<file path="config.mk">
export PLATFORM = sky130hd
export DESIGN_NAME = calendar_date_add_subtract_days_top
export DESIGN_NICKNAME = d
export VERILOG_FILES = /design/src/rtl/cdad_pkg.sv /design/src/rtl/calendar_date_add_subtract_days_top.sv /design/src/rtl/cdad_datapath.sv /design/src/rtl/cdad_ctrl.sv
export SDC_FILE = /design/constraint.sdc
export NUM_CORES = 1
export LEC_CHECK = 0
export ABC_AREA = 0
export BUFFER_PORTS_ARGS = -buffer_cell sky130_fd_sc_hd__buf_2
export CAP_MARGIN = 10
export CORE_ASPECT_RATIO = 0.7
export CORE_UTILIZATION = 61
export DETAILED_ROUTE_END_ITERATION = 8
export PLACE_DENSITY_LB_ADDON = 0.05
export SLEW_MARGIN = 25
export SYNTH_ARGS = -nofsm -noshare
export SYNTH_HDL_FRONTEND = slang
export SYNTH_SLANG_ARGS = --single-unit
</file>
<file path="constraint.sdc">
create_clock -name clk_i -period 5 [get_ports clk_i]
set_input_delay 0.75 -clock clk_i [delete_from_list [all_inputs] [get_ports clk_i]]
set_output_delay 0.75 -clock clk_i [all_outputs]
set_load 0.02 [all_outputs]
</file>
<file path="src/rtl/cdad_pkg.sv">
// Shared types and constants for the calendar date add/subtract-days block.
package cdad_pkg;

  // Fixed field widths
  localparam int DayW   = 5;
  localparam int MonthW = 4;
  localparam int SyearW = 14;
  localparam int OyearW = 16;
  localparam int CountW = 16;
  // Working year: wide enough for any date reachable within one day count
  localparam int YearW  = (CountW > 19) ? CountW - 4 : OyearW;

  // Direction codes
  localparam logic DirAdd = 1'b0;
  localparam logic DirSub = 1'b1;

  // Month numbers
  localparam logic [MonthW-1:0] MonJan  = 4'd1;
  localparam logic [MonthW-1:0] MonFeb  = 4'd2;
  localparam logic [MonthW-1:0] MonMar  = 4'd3;
  localparam logic [MonthW-1:0] MonApr  = 4'd4;
  localparam logic [MonthW-1:0] MonMay  = 4'd5;
  localparam logic [MonthW-1:0] MonJun  = 4'd6;
  localparam logic [MonthW-1:0] MonJul  = 4'd7;
  localparam logic [MonthW-1:0] MonAug  = 4'd8;
  localparam logic [MonthW-1:0] MonSep  = 4'd9;
  localparam logic [MonthW-1:0] MonOct  = 4'd10;
  localparam logic [MonthW-1:0] MonNov  = 4'd11;
  localparam logic [MonthW-1:0] MonDec  = 4'd12;
  localparam logic [MonthW-1:0] MonWrap = 4'd13;

  // Day thresholds (6-bit to hold the forward sum)
  localparam logic [DayW:0] DayPast31 = 6'd32;
  localparam logic [DayW:0] DayPast30 = 6'd31;
  localparam logic [DayW:0] DayPast29 = 6'd30;
  localparam logic [DayW:0] DayPast28 = 6'd29;
  localparam logic [DayW-1:0] Day31   = 5'd31;
  localparam logic [DayW-1:0] Day30   = 5'd30;
  localparam logic [DayW-1:0] Day29   = 5'd29;
  localparam logic [DayW-1:0] Day28   = 5'd28;
  localparam logic [DayW-1:0] DayOne  = 5'd1;

  typedef struct packed {
    logic              req_type;
    logic [DayW-1:0]   start_day;
    logic [MonthW-1:0] start_month;
    logic [SyearW-1:0] start_year;
    logic [CountW-1:0] day_count;
  } in_t;

  typedef struct packed {
    logic               [DayW-1:0]   out_day;
    logic               [MonthW-1:0] out_month;
    logic signed        [OyearW-1:0] out_year;
    logic                            input_error;
    logic                            before_era;
  } out_t;

  typedef struct packed {
    logic load;
    logic step;
    logic publish;
  } cmd_t;

  typedef struct packed {
    logic done;
  } sts_t;

endpackage

</file>
<file path="src/rtl/calendar_date_add_subtract_days_top.sv">
// Top level of the calendar date add/subtract-days block.
//
//   channel  | direction | handshake                  | word
//   ---------+-----------+----------------------------+-----------------
//   request  | in        | in_valid_i / in_ready_o    | in_word_i  (in_t)
//   result   | out       | out_valid_o / out_ready_i  | out_word_o (out_t)
//
// Each word is loaded, then stepped one day per count through the shared step
// unit, then the date is moved into the result register.
// A zero day or month ends stepping early with input_error set.
// rst_ni clears the controller and the result valid; the date registers need no reset.
// A pending result does not block the next request; only the final hand-off
// waits while the result register still holds an untaken word.
module calendar_date_add_subtract_days_top import cdad_pkg::*; (
  input  logic clk_i,
  input  logic rst_ni,
  input  logic in_valid_i,
  output logic in_ready_o,
  input  in_t  in_word_i,
  output logic out_valid_o,
  input  logic out_ready_i,
  output out_t out_word_o
);

  cmd_t cmd;
  sts_t sts;

  cdad_ctrl u_ctrl (
    .clk_i      (clk_i),
    .rst_ni     (rst_ni),
    .in_valid_i (in_valid_i),
    .in_ready_o (in_ready_o),
    .out_valid_o(out_valid_o),
    .out_ready_i(out_ready_i),
    .sts_i      (sts),
    .cmd_o      (cmd)
  );

  cdad_datapath u_datapath (
    .clk_i     (clk_i),
    .rst_ni    (rst_ni),
    .cmd_i     (cmd),
    .in_word_i (in_word_i),
    .sts_o     (sts),
    .out_word_o(out_word_o)
  );

endmodule

</file>
<file path="src/rtl/cdad_datapath.sv">
// Date stepping datapath: working date, count, flags and result register.
module cdad_datapath import cdad_pkg::*; (
  input  logic clk_i,
  input  logic rst_ni,
  input  cmd_t cmd_i,
  input  in_t  in_word_i,
  output sts_t sts_o,
  output out_t out_word_o
);

  logic                     dir_q;
  logic [DayW-1:0]          day_q, day_d;
  logic [MonthW-1:0]        mon_q, mon_d;
  logic signed [YearW-1:0]  year_q, year_d;
  logic [CountW-1:0]        count_q;
  logic                     era_q, era_d;
  out_t                     out_q;

  logic                     leap;
  logic [DayW:0]            sum;
  logic                     wrap_fwd;
  logic                     has31, has30;
  logic [DayW-1:0]          dec;

  assign leap  = (year_q[1:0] == 2'b00);
  assign has31 = (mon_q == MonJan) || (mon_q == MonMar) || (mon_q == MonMay) ||
                 (mon_q == MonJul) || (mon_q == MonAug) || (mon_q == MonOct) ||
                 (mon_q == MonDec);
  assign has30 = (mon_q == MonApr) || (mon_q == MonJun) || (mon_q == MonSep) ||
                 (mon_q == MonNov);
  assign sum   = {1'b0, day_q} + {{DayW{1'b0}}, 1'b1};
  assign dec   = day_q - DayOne;
  assign wrap_fwd = ((sum == DayPast31) && has31) || ((sum == DayPast30) && has30) ||
                    ((sum == DayPast29) && (mon_q == MonFeb) && leap) ||
                    ((sum == DayPast28) && (mon_q == MonFeb) && !leap);

  // One calendar day forward or backward
  always_comb begin
    day_d  = day_q;
    mon_d  = mon_q;
    year_d = year_q;
    era_d  = era_q;
    if (dir_q == DirAdd) begin
      if (wrap_fwd) begin
        day_d = DayOne;
        mon_d = mon_q + 4'd1;
      end else begin
        day_d = sum[DayW-1:0];
      end
      if (mon_d == MonWrap) begin
        mon_d  = MonJan;
        year_d = year_q + YearW'(1);
      end
    end else begin
      day_d = dec;
      if (dec == '0) begin
        case (mon_q)
          MonMay, MonJul, MonOct, MonDec: begin
            day_d = Day30;
            mon_d = mon_q - 4'd1;
          end
          MonApr, MonJun, MonAug, MonSep, MonNov, MonJan, MonFeb: begin
            day_d = Day31;
            mon_d = mon_q - 4'd1;
          end
          MonMar: begin
            day_d = leap ? Day29 : Day28;
            mon_d = mon_q - 4'd1;
          end
          default: begin
            mon_d = mon_q;
          end
        endcase
      end
      if (mon_d == '0) begin
        mon_d  = MonDec;
        year_d = year_q - YearW'(1);
      end
      if (year_d < 0) begin
        era_d = 1'b1;
      end
    end
  end

  always_ff @(posedge clk_i or negedge rst_ni) begin
    if (!rst_ni) begin
      count_q <= '0;
    end else if (cmd_i.load) begin
      count_q <= in_word_i.day_count;
    end else if (cmd_i.step) begin
      count_q <= count_q - CountW'(1);
    end
  end

  always_ff @(posedge clk_i) begin
    if (cmd_i.load) begin
      dir_q  <= in_word_i.req_type;
      day_q  <= in_word_i.start_day;
      mon_q  <= in_word_i.start_month;
      year_q <= YearW'(in_word_i.start_year);
      era_q  <= 1'b0;
    end else if (cmd_i.step) begin
      day_q  <= day_d;
      mon_q  <= mon_d;
      year_q <= year_d;
      era_q  <= era_d;
    end
  end

  // Stepping ends on zero count, or early on a zero day or month
  assign sts_o.done = (count_q == '0) || (day_q == '0) || (mon_q == '0);

  always_ff @(posedge clk_i) begin
    if (cmd_i.publish) begin
      out_q.out_day     <= day_q;
      out_q.out_month   <= mon_q;
      out_q.out_year    <= year_q[OyearW-1:0];
      out_q.input_error <= (count_q != '0);
      out_q.before_era  <= era_q;
    end
  end

  assign out_word_o = out_q;

endmodule

</file>
<file path="src/rtl/cdad_ctrl.sv">
// Controller: accepts a word, sequences the day steps, hands off the result.
module cdad_ctrl import cdad_pkg::*; (
  input  logic clk_i,
  input  logic rst_ni,
  input  logic in_valid_i,
  output logic in_ready_o,
  output logic out_valid_o,
  input  logic out_ready_i,
  input  sts_t sts_i,
  output cmd_t cmd_o
);

  localparam logic StIdle = 1'b0;
  localparam logic StRun  = 1'b1;

  logic state_q, state_d;
  logic out_valid_q, out_valid_d;

  always_comb begin
    state_d     = state_q;
    cmd_o       = '0;
    in_ready_o  = 1'b0;
    case (state_q)
      StIdle: begin
        in_ready_o = 1'b1;
        if (in_valid_i) begin
          cmd_o.load = 1'b1;
          state_d    = StRun;
        end
      end
      StRun: begin
        if (!sts_i.done) begin
          cmd_o.step = 1'b1;
        end else if (!out_valid_q || out_ready_i) begin
          // Hold until the result register frees up
          cmd_o.publish = 1'b1;
          state_d       = StIdle;
        end
      end
      default: begin
        state_d = StIdle;
      end
    endcase
  end

  always_comb begin
    out_valid_d = out_valid_q;
    if (cmd_o.publish) begin
      out_valid_d = 1'b1;
    end else if (out_ready_i) begin
      out_valid_d = 1'b0;
    end
  end

  always_ff @(posedge clk_i or negedge rst_ni) begin
    if (!rst_ni) begin
      state_q     <= StIdle;
      out_valid_q <= 1'b0;
    end else begin
      state_q     <= state_d;
      out_valid_q <= out_valid_d;
    end
  end

  assign out_valid_o = out_valid_q;

endmodule

</file>
==> metrics.md <==
| Metric | Value |
|---|---|
| Max_slew headroom | 0.324 |
| Initial antenna violation count | 0 |
| Clock Latency Late Sink | 0.36 ns |
| Die Span Y | 73.6 um |
| Number of global-route vias before repair | 3404 |
| Grt ovf | 0 |
| DR pass1 iterations | 6 |
| Clk sinks | 72 |
| First-pass GRT wire length | 17000 um |
| Diodes inserted | 0 |
| Mapped cell area | 0.00446 sq mm |
| I/O pin count | 73 |
| P per Cell Area | 622 mW/mm^2 |
| Die area | 0.00767 sq mm |
| Nets | 596 |
| Synth warn | 0 |
| Area leader, netlist | edfxtp_1 |
| Fmax | 311 MHz |
| Static Leakage | 1.97 nW |
| Post-Route Skew | 0.00880 ns |
| Status | finished, final reports clean |
| EDFF count, synth | 51 |
| Hold_ws | 0.299 ns |
| CP Data Arrival Time | 3.32 ns |
| Final GP Congestion | 0.888 |
| Placed Cells incl. Taps | 621 |
| Crit path time final | 3.22 ns |
| WL/cell | 16.8 um |
| Synth async-reset ratio | 0.250 |
| Slew @ Worst Pin | 1.00 ns |
| Post-synth top cells | 56 x nor2_1, 55 x nand2_1, 51 x edfxtp_1, 31 x o21ai_0, 21 x nor3_1 |
| CTS root buffer | clkbuf_8 |
| Maximum buffer depth of the clock tree | 2 |
| Max_cap viols | 0 |
| Post_cts resized | 0 |
| RSZ-0062 raised after global routing | no |
| Critical Path RT | 5.10 ns |
| Reg clk slew, reported paths | 0.08 ns |
| Max H-tree Level | 3 |
| Mapped Cells | 478 |
| Largest net degree at the start of global routing | 41 |
| Net count after synthesis | 536 |
| Rows | 25 |
| Fin crit share | 0.643 |
| Slew Viols, Final | 0 |
| CTS tree | yes |
| Dominant cells by area after synthesis | edfxtp_1 34%, dfrtp_1 10%, nor2_1 4.7% |
| Final Hold Fails | 0 |
| Setup_tns | 0 ns |
| Starting Density | 0.645 |
| Startpoint type of the worst setup path | flop |
| Port buffer count | 72 |
| Ys flop type | edfxtp_1 |
| Num CTS Buffers | 9 |
| Area of the core | 0.00691 sq mm |
| Critical Path Fanout Max | 11 |
| Final cell count without fillers | 637 |
| Post-CTS Setup Inserts | 0 |
| Detailed-route DRC error count | 0 |
| Via count | 3901 |
| GRT Overall Usage | 0.290 |
| Final Setup Violations | 0 |
| Chip width | 104 um |
| Vias per std cell | 6.12 |
| Worst Setup Path Type | flop to flop |
| Synth Register Bits | 72 |
| Final ANT Viol Nets | 0 |
| Sequential fraction of the synthesis area | 0.458 |
| # hold bufs at CTS | 0 |
| Avg Synthesized Cell Area | 9.33 sq um |
| Iteration-0 DRC Markers | 374 |
| Crit path capture type | flop |
| Fillers | 521 |
| Synthesis-to-finish area growth | 12.5% |
| Drt total wl | 10700 um |
| Final Core Density | 0.726 |
| Number of unique standard cell types used by synthesis | 62 |
| HPWL after DPL | 7340 um |
| Worst IR Drop VDD | 0.000303 V |
| Top-count cell post-synth | nor2_1 |
| Min-delay worst type | primary input to asynchronous set/reset pin |
| Share of cells above drive strength 1 | 0.204 |
| Post-synth top area share | 0.343 |
==> per-layer routing <==
metal | global-route usage | vias to the layer above | share of wire
met4 | 0.108 | 0 | 0.020
met1 | 0.419 | 1814 | 0.47
met2 | 0.439 | 188 | 0.44
met5 | 0 | - | 0
met3 | 0.0524 | 22 | 0.075
li1 | - | 1877 | -
==> worst max-delay path: stages (launching register included) <==
cell and delay [ns]:
edfxtp_1 0.55, inv_1 0.23, ha_1 0.32, nor2b_1 0.12, a22oi_1 0.25, and3_1 0.33, mux2i_1 0.22, buf_4 0.22
nor2_1 0.12, a2111oi_0 0.52, nor3_1 0.08
==> power breakdown <==
group | internal, mW | switching (mW) | leakage, nW
clock | 0.180 | 0.239 | 0.0940
sequential | 0.997 | 0.331 | 0.718
combinational | 0.540 | 0.837 | 1.16
==> kinds of logic (layout without fill, tap and decap cells) <==
logic type	after synthesis	after routing	share of synthesized area
and+or+nand+nor	196	196	0.210
AOI/OAI and AO/OA	114	114	0.174
DFF	72	72	0.458
buffers and inverters	46	111	0.0451
xor gates and xnor gates	29	29	0.0569
adders and majority gates	14	14	0.0393
muxes	7	7	0.0171
==> final timing paths <==
check / from / end / slack [ns] / cells past startpoint
worst max-delay path: u_datapath.mon_q[0] / u_datapath.year_q[5] / 1.78 / 10
worst min-delay path: rst_ni / u_datapath.count_q[12] / 0.30 / 1
worst max register to register: u_datapath.mon_q[0] / u_datapath.year_q[5] / 1.78 / 10
worst min register to register: u_datapath.era_q / u_datapath.out_word_o[0] / 0.46 / 0
max in group asynchronous: rst_ni / u_ctrl.out_valid_o / 4.42 / 1
min in group clk_i: u_datapath.era_q / u_datapath.out_word_o[0] / 0.46 / 0
==> flip-flops by register name, summed over array words and instances, names as in the netlist <==
name,count
u_datapath.year_q,16
u_datapath.mon_q,4
u_datapath.out_word_o,27
u_datapath.dir_q,1
u_datapath.count_q,16
u_datapath.era_q,1
u_ctrl.state_q,1
u_datapath.day_q,5
u_ctrl.out_valid_o,1
==> cell type report <==
class	count	area (sq um)	share of cell area
multi-input cells	360	2220	0.443
flip-flops and latches	72	2040	0.407
repair buffers	78	405	0.0808
clock buffers	9	124	0.0247
well taps	94	118	0.0234
inverters	17	63.8	0.0127
clock inverters	7	45.0	0.00897
==> cell usage in the layout (no fill, tap or decap), drive strengths merged, types with 4 or more instances in the layout <==
cell type / Yosys / routed
nand3: 15 / 15
nor4: 6 / 6
nor3: 23 / 23
nor2: 56 / 56
o31ai: 7 / 7
a32oi: 5 / 5
edfxtp: 51 / 51
or3: 5 / 5
and3: 7 / 7
a21oi: 19 / 19
a31oi: 14 / 14
dfrtp: 18 / 18
a211oi: 5 / 5
mux2: 5 / 5
or2: 4 / 4
o22ai: 4 / 4
ha: 14 / 14
nand2: 55 / 55
buf: 10 / 78
inv: 17 / 20
nand2b: 5 / 5
o21ai: 31 / 31
clkbuf: 19 / 9
xnor2: 11 / 11
clkinv: 0 / 4
nand4: 4 / 4
xor2: 18 / 18
==> through the flow <==
stage	power, mW	area [sq um]	setup WS (ns)
3_3_place_gp	2.62	4850	2.10
6_report	3.12	5020	1.78
2_1_floorplan	2.31	4460	1.95
3_5_place_dp	2.67	4850	1.92
4_1_cts	3.10	5020	1.90
5_1_grt	3.32	5020	1.70
Power figures use the tool's default switching activity.
